### config.mk
export PLATFORM = sky130hd
export DESIGN_NAME = vbr_header_parser_core
export DESIGN_NICKNAME = d
export VERILOG_FILES = /design/src/sv/vhp_pkg.sv /design/src/sv/vhp_in_reg.sv /design/src/sv/vhp_parser.sv /design/src/sv/vhp_out_reg.sv /design/src/sv/vbr_header_parser_core.sv
export SDC_FILE = /design/constraint.sdc
export NUM_CORES = 1
export LEC_CHECK = 0
export ABC_CLOCK_PERIOD_IN_PS = 9300
export BUFFER_PORTS_ARGS = -buffer_cell sky130_fd_sc_hd__buf_2
export CAP_MARGIN = 20
export CELL_PAD_IN_SITES_DETAIL_PLACEMENT = 0
export CELL_PAD_IN_SITES_GLOBAL_PLACEMENT = 1
export CORE_AREA = 2 2 185 187
export DETAILED_ROUTE_END_ITERATION = 10
export DIE_AREA = 0 0 187 189
export PLACE_DENSITY_LB_ADDON = 0.1
export SYNTH_ARGS = -nofsm -noshare
export SYNTH_HDL_FRONTEND = slang
export SYNTH_SLANG_ARGS = --single-unit
### constraint.sdc
create_clock -name clk -period 9.3 [get_ports clk]
set_input_delay 0.465 -clock clk [delete_from_list [all_inputs] [get_ports clk]]
set_output_delay 0.465 -clock clk [all_outputs]
set_load 0.03 [all_outputs]
### src/sv/vhp_pkg.sv
`timescale 1ns / 1ps
// Shared types, constants and helper functions for the VBR info header parser.
// No dependencies; every other file in this folder refers to it by scoped names.
package vhp_pkg;

	// Default seek-table length
	localparam int TOC_ENTRIES_DEF = 100;

	// Result kinds
	localparam logic [1:0] KIND_TOC     = 2'd0;
	localparam logic [1:0] KIND_SUMMARY = 2'd1;
	localparam logic [1:0] KIND_NONE    = 2'd2;

	// Info block offsets, counted from the sync byte
	localparam logic [7:0] OFF_M1_STEREO = 8'd36;
	localparam logic [7:0] OFF_M1_MONO   = 8'd21;
	localparam logic [7:0] OFF_M2_STEREO = 8'd21;
	localparam logic [7:0] OFF_M2_MONO   = 8'd13;
	localparam logic [1:0] MODE_MONO     = 2'd3;

	// Sample rates by rate index (MPEG-1)
	localparam logic [16:0] RATE_0 = 17'd44100;
	localparam logic [16:0] RATE_1 = 17'd48000;
	localparam logic [16:0] RATE_2 = 17'd32000;
	localparam logic [16:0] RATE_3 = 17'd99999;

	// Magic word "Xing"
	localparam logic [7:0] MAGIC_0 = 8'h58;
	localparam logic [7:0] MAGIC_1 = 8'h69;
	localparam logic [7:0] MAGIC_2 = 8'h6E;
	localparam logic [7:0] MAGIC_3 = 8'h67;

	localparam logic [31:0] SCALE_ABSENT = 32'hFFFF_FFFF;

	typedef enum logic [2:0] {
		PH_IDLE,
		PH_HDR,
		PH_FLAGS,
		PH_FRAMES,
		PH_BYTES,
		PH_TOC,
		PH_SCALE,
		PH_PEND
	} phase_t;

	// One input item as held in the input register
	typedef struct packed {
		logic [7:0] data_byte;
		logic       frame_start;
	} item_t;

	// One result item
	typedef struct packed {
		logic [1:0]         kind;
		logic [6:0]         toc_index;
		logic [7:0]         toc_value;
		logic [31:0]        flag_word;
		logic [31:0]        frame_count;
		logic [31:0]        byte_count;
		logic signed [31:0] quality_scale;
		logic               is_mpeg1;
		logic [16:0]        sample_rate;
	} result_t;

	// Handshake between pipeline stages
	typedef struct packed {
		logic vld;  // item held in the input register
		logic adv;  // result register can take the step this cycle
	} stage_ctl_t;

	function automatic logic [7:0] magic_byte(input logic [1:0] k);
		logic [7:0] m;
		unique case (k)
			2'd0: m = MAGIC_0;
			2'd1: m = MAGIC_1;
			2'd2: m = MAGIC_2;
			default: m = MAGIC_3;
		endcase
		return m;
	endfunction

	function automatic logic [7:0] block_offset(input logic ver, input logic [1:0] mode);
		logic [7:0] o;
		if (ver)
			o = (mode != MODE_MONO) ? OFF_M1_STEREO : OFF_M1_MONO;
		else
			o = (mode != MODE_MONO) ? OFF_M2_STEREO : OFF_M2_MONO;
		return o;
	endfunction

	function automatic logic [16:0] sample_rate_of(input logic ver, input logic [1:0] idx);
		logic [16:0] r;
		unique case (idx)
			2'd0: r = RATE_0;
			2'd1: r = RATE_1;
			2'd2: r = RATE_2;
			default: r = RATE_3;
		endcase
		if (!ver)
			r = r >> 1;
		return r;
	endfunction

	// Next optional field after phase ph, given the low flag bits; PH_IDLE means none left
	function automatic phase_t next_after(input phase_t ph, input logic [3:0] f);
		phase_t n;
		if (ph == PH_FLAGS && f[0])
			n = PH_FRAMES;
		else if ((ph == PH_FLAGS || ph == PH_FRAMES) && f[1])
			n = PH_BYTES;
		else if ((ph == PH_FLAGS || ph == PH_FRAMES || ph == PH_BYTES) && f[2])
			n = PH_TOC;
		else if ((ph == PH_FLAGS || ph == PH_FRAMES || ph == PH_BYTES || ph == PH_TOC)
				&& f[3])
			n = PH_SCALE;
		else
			n = PH_IDLE;
		return n;
	endfunction

	function automatic result_t make_summary(
		input logic [31:0] flags,
		input logic [31:0] frames,
		input logic [31:0] bytes,
		input logic [31:0] scale,
		input logic        ver,
		input logic [1:0]  idx
	);
		result_t r;
		r               = '0;
		r.kind          = KIND_SUMMARY;
		r.flag_word     = flags;
		r.frame_count   = frames;
		r.byte_count    = bytes;
		r.quality_scale = scale;
		r.is_mpeg1      = ver;
		r.sample_rate   = sample_rate_of(ver, idx);
		return r;
	endfunction

endpackage

### src/sv/vhp_in_reg.sv
`timescale 1ns / 1ps
// Input register stage: takes one byte transfer per cycle while the held byte can move on, and holds it for the parser.
// Depends on vhp_pkg (item_t).
module vhp_in_reg (
	input  logic               clk,
	input  logic               arst_n,
	input  logic               data_valid,
	output logic               data_ready,
	input  logic [7:0]         data_byte,
	input  logic               frame_start,
	input  logic               adv,
	output vhp_pkg::item_t     item_s1,
	output logic               vld_s1
);

	// Free when empty or when the held byte moves on this cycle
	assign data_ready = !vld_s1 || adv;

	always_ff @(posedge clk or negedge arst_n) begin
		if (!arst_n) begin
			vld_s1 <= 1'b0;
		end else if (data_ready) begin
			vld_s1 <= data_valid;
		end
	end

	always_ff @(posedge clk) begin
		if (data_valid && data_ready) begin
			item_s1.data_byte   <= data_byte;
			item_s1.frame_start <= frame_start;
		end
	end

endmodule

### src/sv/vhp_parser.sv
`timescale 1ns / 1ps
// Parse state and per-byte step logic: header decode, magic check, field assembly.
// Depends on vhp_pkg (phase_t, item_t, result_t, stage_ctl_t, helper functions).
module vhp_parser #(
	parameter int TOC_ENTRIES = vhp_pkg::TOC_ENTRIES_DEF
) (
	input  logic                clk,
	input  logic                arst_n,
	input  vhp_pkg::stage_ctl_t ctl,
	input  vhp_pkg::item_t      item_s1,
	output logic                res_hit,
	output vhp_pkg::result_t    res
);

	localparam int CW = ($clog2(TOC_ENTRIES) > 2) ? $clog2(TOC_ENTRIES) : 2;
	localparam logic [CW-1:0] TOC_LAST  = CW'(TOC_ENTRIES - 1);
	localparam logic [CW-1:0] FIELD_END = CW'(3);

	vhp_pkg::phase_t phase_q, phase_d;
	logic [7:0]  pos_q, pos_d;
	logic        ver_q, ver_d;
	logic [1:0]  rate_q, rate_d;
	logic [1:0]  mode_q, mode_d;
	logic [31:0] shift_q, shift_d;
	logic [31:0] flags_q, flags_d;
	logic [31:0] frames_q, frames_d;
	logic [31:0] bytes_q, bytes_d;
	logic [CW-1:0] cur_q, cur_d;

	logic        en;
	logic [7:0]  b;
	logic [31:0] shift_nx;
	logic [7:0]  off;
	logic [7:0]  rel;
	logic        in_magic;
	logic [31:0] flags_eff, frames_eff, bytes_eff;
	vhp_pkg::phase_t nxt;

	assign en       = ctl.vld && ctl.adv;
	assign b        = item_s1.data_byte;
	assign shift_nx = {shift_q[23:0], b};
	assign off      = vhp_pkg::block_offset(ver_q, mode_q);
	assign rel      = pos_q - off;
	assign in_magic = (pos_q >= off) && (rel < 8'd4);

	// A field that completes this byte is already visible to the flag decode and summary
	assign flags_eff  = (phase_q == vhp_pkg::PH_FLAGS)  ? shift_nx : flags_q;
	assign frames_eff = (phase_q == vhp_pkg::PH_FRAMES) ? shift_nx : frames_q;
	assign bytes_eff  = (phase_q == vhp_pkg::PH_BYTES)  ? shift_nx : bytes_q;
	assign nxt        = vhp_pkg::next_after(phase_q, flags_eff[3:0]);

	always_comb begin
		phase_d  = phase_q;
		pos_d    = pos_q;
		ver_d    = ver_q;
		rate_d   = rate_q;
		mode_d   = mode_q;
		shift_d  = shift_q;
		flags_d  = flags_q;
		frames_d = frames_q;
		bytes_d  = bytes_q;
		cur_d    = cur_q;
		res_hit  = 1'b0;
		res      = '0;

		if (item_s1.frame_start) begin
			// a summary still owed goes out on the new sync byte
			if (phase_q == vhp_pkg::PH_PEND) begin
				res_hit = 1'b1;
				res     = vhp_pkg::make_summary(flags_q, frames_q, bytes_q,
					vhp_pkg::SCALE_ABSENT, ver_q, rate_q);
			end
			phase_d  = vhp_pkg::PH_HDR;
			pos_d    = 8'd1;
			ver_d    = 1'b0;
			rate_d   = 2'd0;
			mode_d   = 2'd0;
			shift_d  = '0;
			flags_d  = '0;
			frames_d = '0;
			bytes_d  = '0;
			cur_d    = '0;
		end else begin
			case (phase_q)
				vhp_pkg::PH_IDLE: begin
				end
				vhp_pkg::PH_PEND: begin
					res_hit = 1'b1;
					res     = vhp_pkg::make_summary(flags_q, frames_q, bytes_q,
						vhp_pkg::SCALE_ABSENT, ver_q, rate_q);
					phase_d = vhp_pkg::PH_IDLE;
				end
				vhp_pkg::PH_HDR: begin
					if (pos_q == 8'd1)
						ver_d = b[3];
					else if (pos_q == 8'd2)
						rate_d = b[3:2];
					else if (pos_q == 8'd3)
						mode_d = b[7:6];
					if (in_magic && (b != vhp_pkg::magic_byte(rel[1:0]))) begin
						res_hit  = 1'b1;
						res.kind = vhp_pkg::KIND_NONE;
						phase_d  = vhp_pkg::PH_IDLE;
					end else begin
						if (in_magic && (rel[1:0] == 2'd3)) begin
							phase_d = vhp_pkg::PH_FLAGS;
							cur_d   = '0;
							shift_d = '0;
						end
						if (pos_q != 8'hFF)
							pos_d = pos_q + 8'd1;
					end
				end
				vhp_pkg::PH_TOC: begin
					res_hit       = 1'b1;
					res.kind      = vhp_pkg::KIND_TOC;
					res.toc_index = 7'(cur_q);
					res.toc_value = b;
					if (cur_q == TOC_LAST) begin
						cur_d   = '0;
						phase_d = flags_q[3] ? vhp_pkg::PH_SCALE : vhp_pkg::PH_PEND;
					end else begin
						cur_d = cur_q + CW'(1);
					end
				end
				default: begin
					// four-byte big-endian fields: flags, frame count, byte count, scale
					if (cur_q != FIELD_END) begin
						shift_d = shift_nx;
						cur_d   = cur_q + CW'(1);
					end else begin
						cur_d   = '0;
						shift_d = '0;
						if (phase_q == vhp_pkg::PH_FLAGS)
							flags_d = shift_nx;
						if (phase_q == vhp_pkg::PH_FRAMES)
							frames_d = shift_nx;
						if (phase_q == vhp_pkg::PH_BYTES)
							bytes_d = shift_nx;
						if (phase_q == vhp_pkg::PH_SCALE) begin
							res_hit = 1'b1;
							res     = vhp_pkg::make_summary(flags_q, frames_q, bytes_q,
								shift_nx, ver_q, rate_q);
							phase_d = vhp_pkg::PH_IDLE;
						end else if (nxt == vhp_pkg::PH_IDLE) begin
							res_hit = 1'b1;
							res     = vhp_pkg::make_summary(flags_eff, frames_eff, bytes_eff,
								vhp_pkg::SCALE_ABSENT, ver_q, rate_q);
							phase_d = vhp_pkg::PH_IDLE;
						end else begin
							phase_d = nxt;
						end
					end
				end
			endcase
		end
	end

	always_ff @(posedge clk or negedge arst_n) begin
		if (!arst_n) begin
			phase_q  <= vhp_pkg::PH_IDLE;
			pos_q    <= '0;
			ver_q    <= 1'b0;
			rate_q   <= '0;
			mode_q   <= '0;
			shift_q  <= '0;
			flags_q  <= '0;
			frames_q <= '0;
			bytes_q  <= '0;
			cur_q    <= '0;
		end else if (en) begin
			phase_q  <= phase_d;
			pos_q    <= pos_d;
			ver_q    <= ver_d;
			rate_q   <= rate_d;
			mode_q   <= mode_d;
			shift_q  <= shift_d;
			flags_q  <= flags_d;
			frames_q <= frames_d;
			bytes_q  <= bytes_d;
			cur_q    <= cur_d;
		end
	end

endmodule

### src/sv/vhp_out_reg.sv
`timescale 1ns / 1ps
// Result register: holds one result until the receiver takes the transfer.
// Depends on vhp_pkg (result_t).
module vhp_out_reg (
	input  logic             clk,
	input  logic             arst_n,
	input  logic             step,
	input  logic             res_hit,
	input  vhp_pkg::result_t res,
	input  logic             result_ready,
	output logic             adv,
	output logic             result_valid,
	output vhp_pkg::result_t res_q
);

	// The register can be overwritten when empty or drained this cycle
	assign adv = !result_valid || result_ready;

	always_ff @(posedge clk or negedge arst_n) begin
		if (!arst_n) begin
			result_valid <= 1'b0;
		end else if (adv) begin
			result_valid <= step && res_hit;
		end
	end

	always_ff @(posedge clk) begin
		if (adv && step && res_hit) begin
			res_q <= res;
		end
	end

endmodule

### src/sv/vbr_header_parser_core.sv
`timescale 1ns / 1ps
// VBR info header parser, top level: input register, parse step, result register.
// Depends on vhp_pkg, vhp_in_reg, vhp_parser and vhp_out_reg.
//
// Usage
//   Frame bytes enter on the data channel (data_valid / data_ready), one byte per
//   transfer, with frame_start high on the sync byte of each frame. Bytes before the
//   first frame start, and after a parse has finished, are dropped.
//   Results leave on the result channel (result_valid / result_ready): one transfer
//   per seek-table byte (kind 0), then one summary (kind 1), or a single failure
//   (kind 2) on the first byte that breaks the magic word.
// Timing
//   A byte in the input register is parsed, and any result it causes is loaded into
//   the result register once that register can take it. The parse step is one pass
//   of compare-and-shift logic between the input register and the result register,
//   so one byte is taken in every cycle while the receiver keeps up.
// Reset
//   arst_n clears both valid flags and leaves the parser idle until a frame start.
// Stall
//   While result_ready is low a shown result holds; the byte behind it waits in the
//   input register, and data_ready drops only once that register is also full.
module vbr_header_parser_core #(
	parameter int TOC_ENTRIES = vhp_pkg::TOC_ENTRIES_DEF
) (
	input  logic               clk,
	input  logic               arst_n,
	input  logic               data_valid,
	output logic               data_ready,
	input  logic [7:0]         data_byte,
	input  logic               frame_start,
	output logic               result_valid,
	input  logic               result_ready,
	output logic [1:0]         kind,
	output logic [6:0]         toc_index,
	output logic [7:0]         toc_value,
	output logic [31:0]        flag_word,
	output logic [31:0]        frame_count,
	output logic [31:0]        byte_count,
	output logic signed [31:0] quality_scale,
	output logic               is_mpeg1,
	output logic [16:0]        sample_rate
);

	vhp_pkg::item_t      item_s1;
	vhp_pkg::stage_ctl_t ctl;
	vhp_pkg::result_t    res;
	vhp_pkg::result_t    res_q;
	logic                vld_s1;
	logic                adv;
	logic                res_hit;

	assign ctl.vld = vld_s1;
	assign ctl.adv = adv;

	// Hold the incoming byte transfer
	vhp_in_reg u_in (
		.clk         (clk),
		.arst_n      (arst_n),
		.data_valid  (data_valid),
		.data_ready  (data_ready),
		.data_byte   (data_byte),
		.frame_start (frame_start),
		.adv         (adv),
		.item_s1     (item_s1),
		.vld_s1      (vld_s1)
	);

	// Advance the parse by one byte whenever the result side can take it
	vhp_parser #(
		.TOC_ENTRIES (TOC_ENTRIES)
	) u_parse (
		.clk     (clk),
		.arst_n  (arst_n),
		.ctl     (ctl),
		.item_s1 (item_s1),
		.res_hit (res_hit),
		.res     (res)
	);

	// Hold each result until its transfer completes
	vhp_out_reg u_out (
		.clk          (clk),
		.arst_n       (arst_n),
		.step         (vld_s1),
		.res_hit      (res_hit),
		.res          (res),
		.result_ready (result_ready),
		.adv          (adv),
		.result_valid (result_valid),
		.res_q        (res_q)
	);

	assign kind          = res_q.kind;
	assign toc_index     = res_q.toc_index;
	assign toc_value     = res_q.toc_value;
	assign flag_word     = res_q.flag_word;
	assign frame_count   = res_q.frame_count;
	assign byte_count    = res_q.byte_count;
	assign quality_scale = res_q.quality_scale;
	assign is_mpeg1      = res_q.is_mpeg1;
	assign sample_rate   = res_q.sample_rate;

endmodule

---- Word level (Yosys, flattened, before mapping) ----
Index checks and enable logic that the tools add are counted.
Widths: inputs -> output; s select.
cells by class
  mux-type cells .......................... 76
  equal/unequal tests ..................... 33
  $add $sub $neg .......................... 3
  order comparisons ....................... 2
  reductions and logical operators ........ 42
operators with widths
  operator            count
  $mux 162            3
  $mux 32             12
  $mux 163            2
  $pmux 146 s2        1
  $mux 24             4
  $mux 8              7
  $pmux 17 s3         1
  $pmux 24 s2         1
  $mux 7              5
  $mux 3              11
  $pmux 15 s2         1
  $pmux 7 s3          1
  $mux 2              10
  $pmux 6 s3          1
  $mux 17             1
  $eq 8x2->1 const B  2
  $reduce_and 4->1    4
  $eq 3x3->1 const B  4
  $ne 2x2->1 const B  6
  $pmux 3 s4          1
  $logic_and 1x1->1   11
  $mux 1              10
  $reduce_and 5->1    2
  $reduce_bool 2->1   5
  31 further kinds    50
word-level totals
  flip-flop bits (word level) ............. 317
  logic and storage cells ................. 179

---- Logic depth before layout (Yosys ltp) ----
Gate-level depths: netlist of the first run.
  depth in word-level cells ............... 16
  gate-level depth with buffers ........... 13
  depth with buffers taken out ............ 11

---- Hierarchy ----
Synthesis of the first run repeated with hierarchy kept, for this count alone.
unflattened totals
  cell total of the unflattened synthesis .. 1039
  area total of the unflattened synthesis .. 13482.9 um^2
by module, submodules not included
  module       area each (um^2)  cells an instance  seq. area each (um^2)  instances
  vhp_parser   8204.1            858                3578.4                 1
  vhp_out_reg  4954.8            168                4919.7                 1
  vhp_in_reg   324.1             13                 295.3                  1

---- Worst setup path before layout of the first run ----
No wires, ideal clock.
  path type ............................... register -> register
  start point ............................. reg u_parse.ver_q
  end point ............................... reg, netlist name u_out.res_q[100]
  arrival ................................. 9.258 ns
  slack ................................... -0.642 ns
  cell stages (with the launch flop) ...... 13
  required time ........................... 8.616 ns
  cells stage by stage .................... dfrtp_1 > clkbuf_1 > inv_1 > ha_1 > inv_1 > ha_1 > nor2b_1 > o21a_1 > or4b_1 > buf_2 > o41ai_1 > nor3_1 > nor2_1
between the ends
  longest elaborated chain between the ends .. 12
  elaborated cells between the ends (all ways) .. 17
ends and longest elaborated chain
  what                                      line               RTL
  from (decl)                               vhp_parser.sv:21   logic ver_q, ver_d;
  from (signal assigned)                    vhp_parser.sv:174  ver_q <= ver_d;
  $mux 8 *                                  vhp_pkg.sv:84      if (ver)
  $sub 8x8->8                               vhp_parser.sv:43   assign rel = pos_q - off;
  $eq 2x2->1, or another cell as far along  vhp_pkg.sv:73      unique case (k)
  $pmux 6 s3                                vhp_pkg.sv:73
  $mux 8                                    vhp_parser.sv:84   case (phase_q)
  $mux 8                                    vhp_parser.sv:66   if (item_s1.frame_start) begin
  $ne 8x8->1                                vhp_parser.sv:100  if (in_magic && (b != vhp_pkg::magic_byte(rel[1:0]))) begin
  $logic_and 1x1->1 *                       vhp_parser.sv:100
  $mux 1 *                                  vhp_parser.sv:100
  $pmux 1 s3 *                              vhp_parser.sv:84
  $mux 1 *                                  vhp_parser.sv:66
  $logic_and 1x1->1 *                       vhp_out_reg.sv:28  if (adv && step && res_hit) begin
Every way passes the cells marked *; elsewhere a longest branch is shown, timed or not. The select of a mux whose other input is x is not followed.
A chain may end at the register's enable or synchronous reset.

---- Worst setup path in the final report of the first run ----
  start point ............................. reg u_parse.ver_q
  end point ............................... reg, netlist name u_out.res_q[129]
between the ends
  longest elaborated chain between the ends .. 12
  elaborated cells between the ends (all ways) .. 17
ends and longest elaborated chain
  what                                      line
  $mux 8 *                                  vhp_pkg.sv:84
  $sub 8x8->8                               vhp_parser.sv:43
  $eq 2x2->1, or another cell as far along  vhp_pkg.sv:73
  $pmux 6 s3                                vhp_pkg.sv:73
  $mux 8                                    vhp_parser.sv:84
  $mux 8                                    vhp_parser.sv:66
  $ne 8x8->1                                vhp_parser.sv:100
  $logic_and 1x1->1 *                       vhp_parser.sv:100
  $mux 1 *                                  vhp_parser.sv:100
  $pmux 1 s3 *                              vhp_parser.sv:84
  $mux 1 *                                  vhp_parser.sv:66
  $logic_and 1x1->1 *                       vhp_out_reg.sv:28
Marks and branches as above.

==> impl_metrics.json, run 1 <==
{
  "synth_area_um2": 13200,
  "avgSynthCellArea_um2": 13.3,
  "start_util_pct": 39.8,
  "arrival_ns": 4.88,
  "cts_hold_buffers": 0,
  "peakVddDrop_mv": 0.135,
  "antenna_found_initial": 0,
  "cap_violations": 0,
  "io_pins": 178,
  "die-area_um2": 35300,
  "die_x_um": 187,
  "drc": 0,
  "grt_pass1_wl_um": 54200,
  "power_per_cell_area_nw_per_um2": 262,
  "path_class": "flop to flop",
  "core_um2": 33300,
  "synth_edf_count": 170,
  "num_rows": 67,
  "max_slew_margin_pct": 30.9,
  "yosys_warnings": 0,
  "cts_sinks": 315,
  "routed_via_density": 5.47,
  "worst_setup_path_end_kind": "flop",
  "first_iter_violations": 649,
  "min_period_ns": 4.74,
  "finalClockSkew_ns": 0.0124,
  "hold_viol_final": 0,
  "worst_slew_pin_slew_ns": 1.03,
  "grt_pass1_vias": 8706,
  "antenna_cells": 0,
  "ys_seq_area_share_pct": 65.9,
  "grt_overflow": 0,
  "firstDrtPassIters": 4,
  "finalSetupViolations": 0,
  "hpwl_um": 21400,
  "io_buffers": 177,
  "drive_gt1_share_pct": 24.1,
  "clockRootBuffer": "clkbuf_16",
  "area_growth_pct": 18.8,
  "track_usage_pct": 19.7,
  "cp.required_ns": 9.44,
  "r2r_slack_ns": 4.56,
  "fin_nets": 1160,
  "ctsResizeCount": 0,
  "grt_max_degree": 77,
  "synth_top_flop_cell": "edfxtp_1",
  "cts-buffers-inserted": 36,
  "slew_violations": 0,
  "crit_path_start_kind": "flop",
  "clk_pin_slew_ns": 0.06,
  "crit_fanout": 67,
  "routed_wirelength_um": 34700,
  "total_leakage_power_nw": 6.72,
  "fin_setup_tns_ns": 0,
  "die_h_um": 189,
  "status": "completed",
  "critPathSlowestCell": "or4b_1",
  "total_power_w": 0.00412,
  "postRouteAntennaNets": 0,
  "post-route-period-util_pct": 51.0,
  "nFillCells": 3058,
  "htreeDepth": 2,
  "synthCells": 994,
  "via_count": 8785,
  "ys_types": 64,
  "place.gp.congestion": 0.776,
  "rsz0062_at_grt": "false",
  "ys_ff_latch": 315,
  "worstHoldPathType": "primary input to asynchronous set/reset pin",
  "synthArstFlopShare_pct": 46.0,
  "wl_per_cell_um": 21.6,
  "clk_latency_ns": 0.52,
  "slowest_delay_ns": 0.68,
  "path_cells": "inv_1 -> ha_1 -> inv_1 -> ha_1 -> nor2b_1 -> o21a_1 -> or4b_1 -> o41ai_1 -> nor3_1 -> nor2_4 -> buf_12 -> buf_4",
  "cts_tree": "done",
  "fmax_mhz": 211,
  "synth_fp_nets": 1024,
  "post_cts_buffers": 0,
  "cts_max_path_buffers": 3
}
[report_power, final]
group	total, W	internal, W	switching (W)
logic	0.000829	0.000249	0.000581
clock network	0.00146	0.000891	0.000566
registers	0.00183	0.00165	0.000185
total	0.00412	0.00279	0.00133
[metal layers]
layer | vias up | global-route usage, % | share of wire, %
li1 | 4036 | - | -
met1 | 4430 | 28.9 | 47
met2 | 270 | 31.1 | 46
met3 | 49 | 2.97 | 5.1
met4 | 0 | 4.61 | 1.6
met5 | - | 0 | 0
[sequential cells by signal (all words and copies together) (netlist names), 2 cells and up]
signal,flops
u_parse.cur_q,7
u_parse.pos_q,8
u_parse.mode_q,2
u_parse.rate_q,2
u_parse.shift_q,24
u_parse.frames_q,32
u_parse.flags_q,32
u_parse.bytes_q,32
u_parse.phase_q,3
u_out.res_q,161
u_in.item_s1,9
[critical path: cells and delay by family, from the launching register on]
kind | cells | cell delay (ns)
buffers and inverters | 4 | 1.15
adders and majority gates | 2 | 0.50
and+or+nand+nor | 4 | 1.30
DFF | 1 | 0.67
AOI/OAI and AO/OA | 2 | 0.68
[placed cells by master, fill, tap and decap left out, drive strengths merged, types with 10 or more instances in the layout]
cell type | Yosys | routed
a22o | 212 | 212
o21ai | 19 | 19
inv | 19 | 20
nor2 | 103 | 103
a21oi | 18 | 18
nand2 | 30 | 30
nor3 | 12 | 12
dfrtp | 145 | 145
clkbuf | 41 | 49
and2 | 27 | 27
edfxtp | 170 | 170
ha | 17 | 17
buf | 58 | 197
clkinv | 1 | 10
[cell type report]
cell class	instances	area, um^2	share of cell area [%]
well taps	448	561	3.56
repair buffers	197	1080	6.88
multi-input cells	560	4070	25.8
clock inverters	16	228	1.45
clock buffers	49	991	6.30
flip-flops and latches	315	8730	55.5
inverters	20	75.1	0.477
[Yosys cell counts, drive strengths merged (4+ instances only)]
cell	count	area (um^2)
a22o	212	1860
edfxtp	170	5100
dfrtp	145	3630
nor2	103	387
buf	58	284
clkbuf	41	154
nand2	30	115
and2	27	169
inv	19	71.3
o21ai	19	98.8
a21oi	18	93.8
ha	17	213
nor3	12	76.3
and3	9	56.3
nand2b	9	56.3
nand3	9	45.0
a41oi	8	70.1
nor2b	6	37.5
a211oi	5	37.5
a31oi	5	31.3
mux2i	5	50.1
nor4	5	31.3
o31ai	5	56.3
a21o	4	30.0
nand3b	4	30.0
nor4b	4	80.1
nor4bb	4	40.0
o22ai	4	25.0
[metrics by stage]
stage / worst slack [ns] / hold WS [ns] / utilization, % / cells / area, um^2
6_report: 4.56 / 0.0149 / 47.3 / 1605 / 15700
5_1_grt: 4.18 / 0.0779 / 47.3 / 1605 / 15700
4_1_cts: 4.50 / 0.0407 / 47.2 / 1603 / 15700
3_5_place_dp: 4.54 / 0.482 / 43.5 / 1538 / 14500
3_3_place_gp: 4.11 / 0.483 / 43.4 / 1537 / 14500
2_1_floorplan: 2.07 / 0.169 / - / 994 / 13200
[logic make-up after synthesis]
logic type | after synthesis | share of synthesized area [%]
mux | 8 | 0.633
buf+inv | 119 | 3.87
simple gates | 235 | 9.21
fa+ha+maj | 17 | 1.61
flops | 315 | 65.9
xor+xnor | 2 | 0.132
compound gates | 298 | 18.6
[final timing paths]
check,end,cells past startpoint,from
max,u_out.res_q[129],12,u_parse.ver_q
min,u_parse.bytes_q[4],1,arst_n
max reg2reg,u_out.res_q[129],12,u_parse.ver_q
min reg2reg,u_parse.frames_q[21],1,u_parse.frames_q[21]
max in group asynchronous,u_parse.frames_q[30],2,arst_n
min in group clk,u_in.item_s1[0],1,frame_start
Note: power is estimated with default switching activity, not from simulation.
==> run 2, diff against run 1 <==
- ABC_CLOCK_PERIOD_IN_PS: 9300 -> 4900
- clock period: 9.3 -> 4.9 ns (I/O delays scaled with it)
==> run 2 against run 1 <==
Compared with the run above:
- clock power grew 73%
- clock skew grew 0.015 ns
- first-iteration DRC count grew 14%
- sequential power grew 89%
- flip-flop and latch count is the same
- largest power group unchanged
==> impl_metrics.json, run 2 (synthesis gave the netlist of run 1 again) <==
{
  "status": "completed",
  "clk_pin_slew_ns": 0.06,
  "cp.required_ns": 5.06,
  "cp_num_cells": 10,
  "cpMostUsedCell": "ha_1",
  "cts_max_path_buffers": 3,
  "critPathSlowestCell": "dfrtp_1",
  "htreeDepth": 2,
  "hold_viol_final": 0,
  "io_pins": 178,
  "post_cts_buffers": 0,
  "grt_pass1_vias": 8632,
  "placed_cells": 1543,
  "track_usage_pct": 20.0,
  "layout_common_cells": "212 x a22o_1, 176 x buf_2, 170 x edfxtp_1, 145 x dfrtp_1, 101 x nor2_1",
  "holdWs_ns": 0.0918,
  "post-route-period-util_pct": 79.4,
  "slew_violations": 0,
  "path_cells": "ha_1 -> inv_1 -> ha_1 -> nor2b_1 -> o21a_1 -> or4b_1 -> o41ai_4 -> nor3_2 -> nor2_4 -> buf_12",
  "hold_depth": 3,
  "r2r_slack_ns": 1.01,
  "reg2reg_depth": 10,
  "hpwl_um": 22100,
  "power_per_cell_area_nw_per_um2": 484,
  "io_buffers": 177,
  "die_h_um": 189,
  "drive_gt1_share_pct": 24.0,
  "finalSetupViolations": 0,
  "die_x_um": 187,
  "peakVddDrop_mv": 0.223,
  "grt_overflow": 0,
  "start_util_pct": 39.8,
  "hp-start": "result_ready",
  "worst_slew_pin_slew_ns": 1.10,
  "clk_latency_ns": 0.52,
  "path_delay_family": "simple AND/OR/NAND/NOR gates",
  "total_power_w": 0.00766,
  "core_um2": 33300,
  "cts_sinks": 315,
  "crit_path_start_kind": "flop",
  "firstDrtPassIters": 5,
  "path_class": "flop to flop",
  "total_leakage_power_nw": 6.73,
  "r2r-start": "u_parse.ver_q",
  "num_rows": 67,
  "area_growth_pct": 19.4,
  "routed_wirelength_um": 35800,
  "antenna_found_initial": 0,
  "arrival_ns": 4.05,
  "die-area_um2": 35300,
  "worstHoldPathType": "primary input to flop",
  "top_register": "u_out.res_q",
  "cts_hold_buffers": 11,
  "path_buf_inv": 2,
  "antenna_cells": 0,
  "grt_max_degree": 66,
  "max_slew_margin_pct": 26.2,
  "min_to": "u_in.vld_s1",
  "clockRootBuffer": "clkbuf_16",
  "drc": 0,
  "reg2reg_to": "u_out.res_q[126]",
  "finalNonFillerCells": 1620,
  "routed_via_density": 5.52,
  "slowest_delay_ns": 0.75,
  "cts_tree": "done",
  "place.gp.congestion": 0.792,
  "cap_violations": 0,
  "postRouteAntennaNets": 0,
  "fin_nets": 1175,
  "crit_fanout": 65,
  "fmax_mhz": 257,
  "ctsResizeCount": 0,
  "grt_pass1_wl_um": 54700,
  "rsz0062_at_grt": "false",
  "worst_setup_path_end_kind": "flop",
  "via_count": 8936,
  "wl_per_cell_um": 22.1,
  "largest_register_ffs": 161,
  "cts-buffers-inserted": 36,
  "finalClockSkew_ns": 0.0272,
  "min_period_ns": 3.89,
  "first_iter_violations": 740,
  "final_common_cell": "a22o_1"
}
==> run 2: cell count changes in the layout (fill, tap and decap cells not counted), moves of 3 or more <==
| cell | change |
|---|---|
| dlygate4sd3_1 | +11 |
| clkbuf_1 | +6 |
| bufinv_16 | -4 |
| buf_4 | +3 |
==> run 2: how the worst max path moves through the flow <==
stage                              from  slack, ns          endpoint
final                     u_parse.ver_q       1.01  u_out.res_q[126]
after detailed placement  u_parse.ver_q       1.05  u_out.res_q[126]
after global routing      u_parse.ver_q       0.78   u_out.res_q[30]
after global placement    u_parse.ver_q       1.12  u_out.res_q[126]
after floorplan           u_parse.ver_q      -0.19  u_out.res_q[100]
after CTS                 u_parse.ver_q       1.02   u_out.res_q[91]
==> run 2: layout make-up <==
class	instances	area [um^2]
Clock inverter	9	80.1
Timing Repair Buffer	212	1230
Multi-Input combinational cell	560	4110
Sequential cell	315	8730
Tap cell	448	561
Fill cell	3040	17500
Inverter	20	80.1
Clock buffer	56	1020
==> run 2: worst min-delay path, delay by kind of cell <==
kind                   cells  cell delay [ns]
and+or+nand+nor            2             0.23
buffers and inverters      1             0.08
==> run 2: metal layers <==
metal / wire length, um / vias up / global-route usage [%]
met5: 0 / - / 0
met4: 547 / 0 / 4.49
met3: 1630 / 41 / 2.91
met2: 16300 / 259 / 31.0
met1: 17300 / 4564 / 29.7
li1: - / 4072 / -
==> run 2: power by group <==
group / switching, W / internal (W) / leakage [nW]
Clock: 0.00104 / 0.00148 / 0.531
Sequential: 0.000340 / 0.00312 / 3.62
Combinational: 0.00117 / 0.000503 / 2.58
Total: 0.00255 / 0.00511 / 6.73
==> run 2: through the flow <==
stage	setup slack [ns]	area [um^2]	utilization [%]	setup TNS, ns
2_1_floorplan	-0.186	13300	-	-29.88
3_3_place_gp	1.12	14600	43.8	0
3_5_place_dp	1.05	14600	43.8	0
4_1_cts	1.02	15800	47.5	0
5_1_grt	0.779	15800	47.5	0
6_report	1.01	15800	47.5	0
==> run 3, diff against run 2 <==
- ABC_CLOCK_PERIOD_IN_PS: 4900 -> 3700
- clock period: 4.9 -> 3.7 ns (I/O delays scaled with it)
==> run 3 against run 2 <==
Compared with the run above:
- critical endpoint is now u_out.res_q[42]
- first-iteration DRC count is 18% higher
- combinational power is 38% higher
- global-route usage hardly changed
- clock-buffer cell count is 11 lower
- die area stayed put
- core utilization is 0.92 points higher
- register-to-register slack worse by 0.67 ns
- via count is 0.34% higher
==> impl_metrics.json, run 3 (synthesis gave the netlist of run 1 again) <==
{
  "htreeDepth": 2,
  "crit_end": "u_out.res_q[42]",
  "nFillCells": 3037,
  "fin_util_pct": 48.4,
  "wl_per_cell_um": 21.5,
  "core_um2": 33300,
  "routed_via_density": 5.47,
  "hold_viol_final": 0,
  "firstDrtPassIters": 5,
  "hpwl_um": 22700,
  "largest_register_ffs": 161,
  "antenna_cells": 0,
  "final_common_cell": "a22o_1",
  "antenna_found_initial": 0,
  "cts_max_path_buffers": 3,
  "drive_gt1_share_pct": 26.3,
  "cp_num_cells": 12,
  "die-area_um2": 35300,
  "cts_tree": "done",
  "cpMostUsedCell": "ha_1",
  "post_cts_buffers": 0,
  "fmax_mhz": 298,
  "total_leakage_power_nw": 6.91,
  "num_rows": 67,
  "arrival_ns": 3.60,
  "track_usage_pct": 19.9,
  "slowest_delay_ns": 0.54,
  "drc": 0,
  "area_growth_pct": 21.7,
  "hp-start": "result_ready",
  "slew_violations": 0,
  "grt_pass1_vias": 8727,
  "holdWs_ns": 0.0125,
  "grt_max_degree": 78,
  "path_delay_family": "simple AND/OR/NAND/NOR gates",
  "place.gp.congestion": 0.790,
  "top_register": "u_out.res_q",
  "first_iter_violations": 871,
  "r2r_slack_ns": 0.34,
  "critPathSlowestCell": "a21oi_1",
  "post-route-period-util_pct": 90.8,
  "crit_path_start_kind": "flop",
  "cp.required_ns": 3.95,
  "reg2reg_depth": 12,
  "via_count": 8966,
  "clockRootBuffer": "clkbuf_16",
  "io_pins": 178,
  "grt_overflow": 0,
  "die_x_um": 187,
  "reg2reg_to": "u_out.res_q[42]",
  "regArea_um2": 8730,
  "status": "completed",
  "postRouteAntennaNets": 0,
  "fin_nets": 1196,
  "start_util_pct": 39.8,
  "multi_input_area_um2": 4110,
  "rsz0062_at_grt": "false",
  "path_cells": "ha_1 -> inv_1 -> ha_1 -> ha_1 -> nor4bb_1 -> nand2_1 -> a21oi_1 -> o41ai_4 -> nor3_2 -> nor2_4 -> buf_12 -> buf_12",
  "power_per_cell_area_nw_per_um2": 650,
  "path_class": "flop to flop",
  "cts_sinks": 315,
  "path_buf_inv": 3,
  "cap_violations": 0,
  "finalSetupViolations": 0,
  "layout_common_cells": "212 x a22o_1, 176 x buf_2, 170 x edfxtp_1, 145 x dfrtp_1, 101 x nor2_1",
  "clk_pin_slew_ns": 0.06,
  "crit_fanout": 39,
  "worst_setup_path_end_kind": "flop",
  "worst_slew_pin_slew_ns": 1.12,
  "place_worst_setup_slack_ns": 0.372,
  "io_buffers": 177,
  "min_period_ns": 3.36,
  "worst_slack_ns": 0.342,
  "clk_latency_ns": 0.52,
  "cts-buffers-inserted": 35,
  "max_slew_margin_pct": 25.2,
  "grt_pass1_wl_um": 54600,
  "routed_wirelength_um": 35200,
  "die_h_um": 189,
  "finalClockSkew_ns": 0.0142,
  "critical_path.startpoint": "u_parse.ver_q",
  "r2r-start": "u_parse.ver_q",
  "peakVddDrop_mv": 0.297,
  "worstHoldPathType": "primary input to flop"
}
[run 3: cell count changes in the layout (fill, tap and decap cells not counted)]
| cell | delta |
|---|---|
| clkbuf_8 | -1 |
| inv_16 | +1 |
| clkbuf_1 | -11 |
| buf_12 | +4 |
| clkinv_2 | +7 |
| buf_4 | +19 |
| buf_8 | -1 |
| o21ai_0 | +1 |
| bufinv_16 | +3 |
| clkinv_8 | -1 |
| inv_6 | +1 |
| clkinv_1 | -2 |
| clkbuf_16 | +1 |
| o21ai_1 | -1 |
[run 3: tightest hold or removal path: stages]
cell and delay (ns):
buf_2 0.08, nand3b_1 0.15, nand2b_1 0.07
[run 3: through the flow]
| stage | setup TNS (ns) | instances | cell area [um^2] | total power, W |
|---|---|---|---|---|
| 3_5_place_dp | 0 | 1566 | 14800 | 0.00695 |
| 3_3_place_gp | 0 | 1566 | 14800 | 0.00694 |
| 2_1_floorplan | -223.08 | 994 | 13300 | 0.00614 |
| 6_report | 0 | 1640 | 16100 | 0.0105 |
| 4_1_cts | 0 | 1640 | 16100 | 0.0106 |
| 5_1_grt | 0 | 1640 | 16100 | 0.0110 |
[run 3: area by class of cell]
type | count | area share (%)
flip-flops and latches | 315 | 54.2
multi-input cells | 560 | 25.5
repair buffers | 234 | 8.90
clock buffers | 45 | 6.12
well taps | 448 | 3.48
clock inverters | 18 | 1.30
inverters | 20 | 0.497
[run 3: how the worst min path moves through the flow]
stage                                    end  slack, ns  depth (start not counted)
after floorplan                  u_in.vld_s1      -0.11                          0
after global placement    u_parse.bytes_q[5]       0.27                          1
after detailed placement  u_parse.bytes_q[5]       0.26                          1
after CTS                        u_in.vld_s1       0.02                          3
after global routing             u_in.vld_s1       0.06                          3
final                            u_in.vld_s1       0.01                          3
[run 3: timing repair]
| action | CTS | global route |
|---|---|---|
| hold endpoints to repair | 84 | 0 |
| hold buffers | 11 | 0 |
| gates resized for setup | 0 | 0 |
| setup endpoints to repair | 0 | 0 |
[run 3: layer usage]
metal / routed length, um / up-vias / global-route usage [%] / share of wire, %
met5: 0 / - / 0 / 0
met4: 707 / 0 / 4.91 / 2.0
met2: 15800 / 267 / 30.2 / 45
met3: 1740 / 51 / 2.91 / 4.9
met1: 17000 / 4528 / 30.1 / 48
li1: - / 4120 / - / -
[run 3: power by group]
| group | total, W | internal [W] | leakage (nW) | switching [W] |
|---|---|---|---|---|
| Combinational | 0.00231 | 0.000723 | 2.69 | 0.00158 |
| Clock | 0.00361 | 0.00218 | 0.597 | 0.00143 |
| Sequential | 0.00457 | 0.00414 | 3.62 | 0.000425 |
| Total | 0.0105 | 0.00704 | 6.91 | 0.00344 |
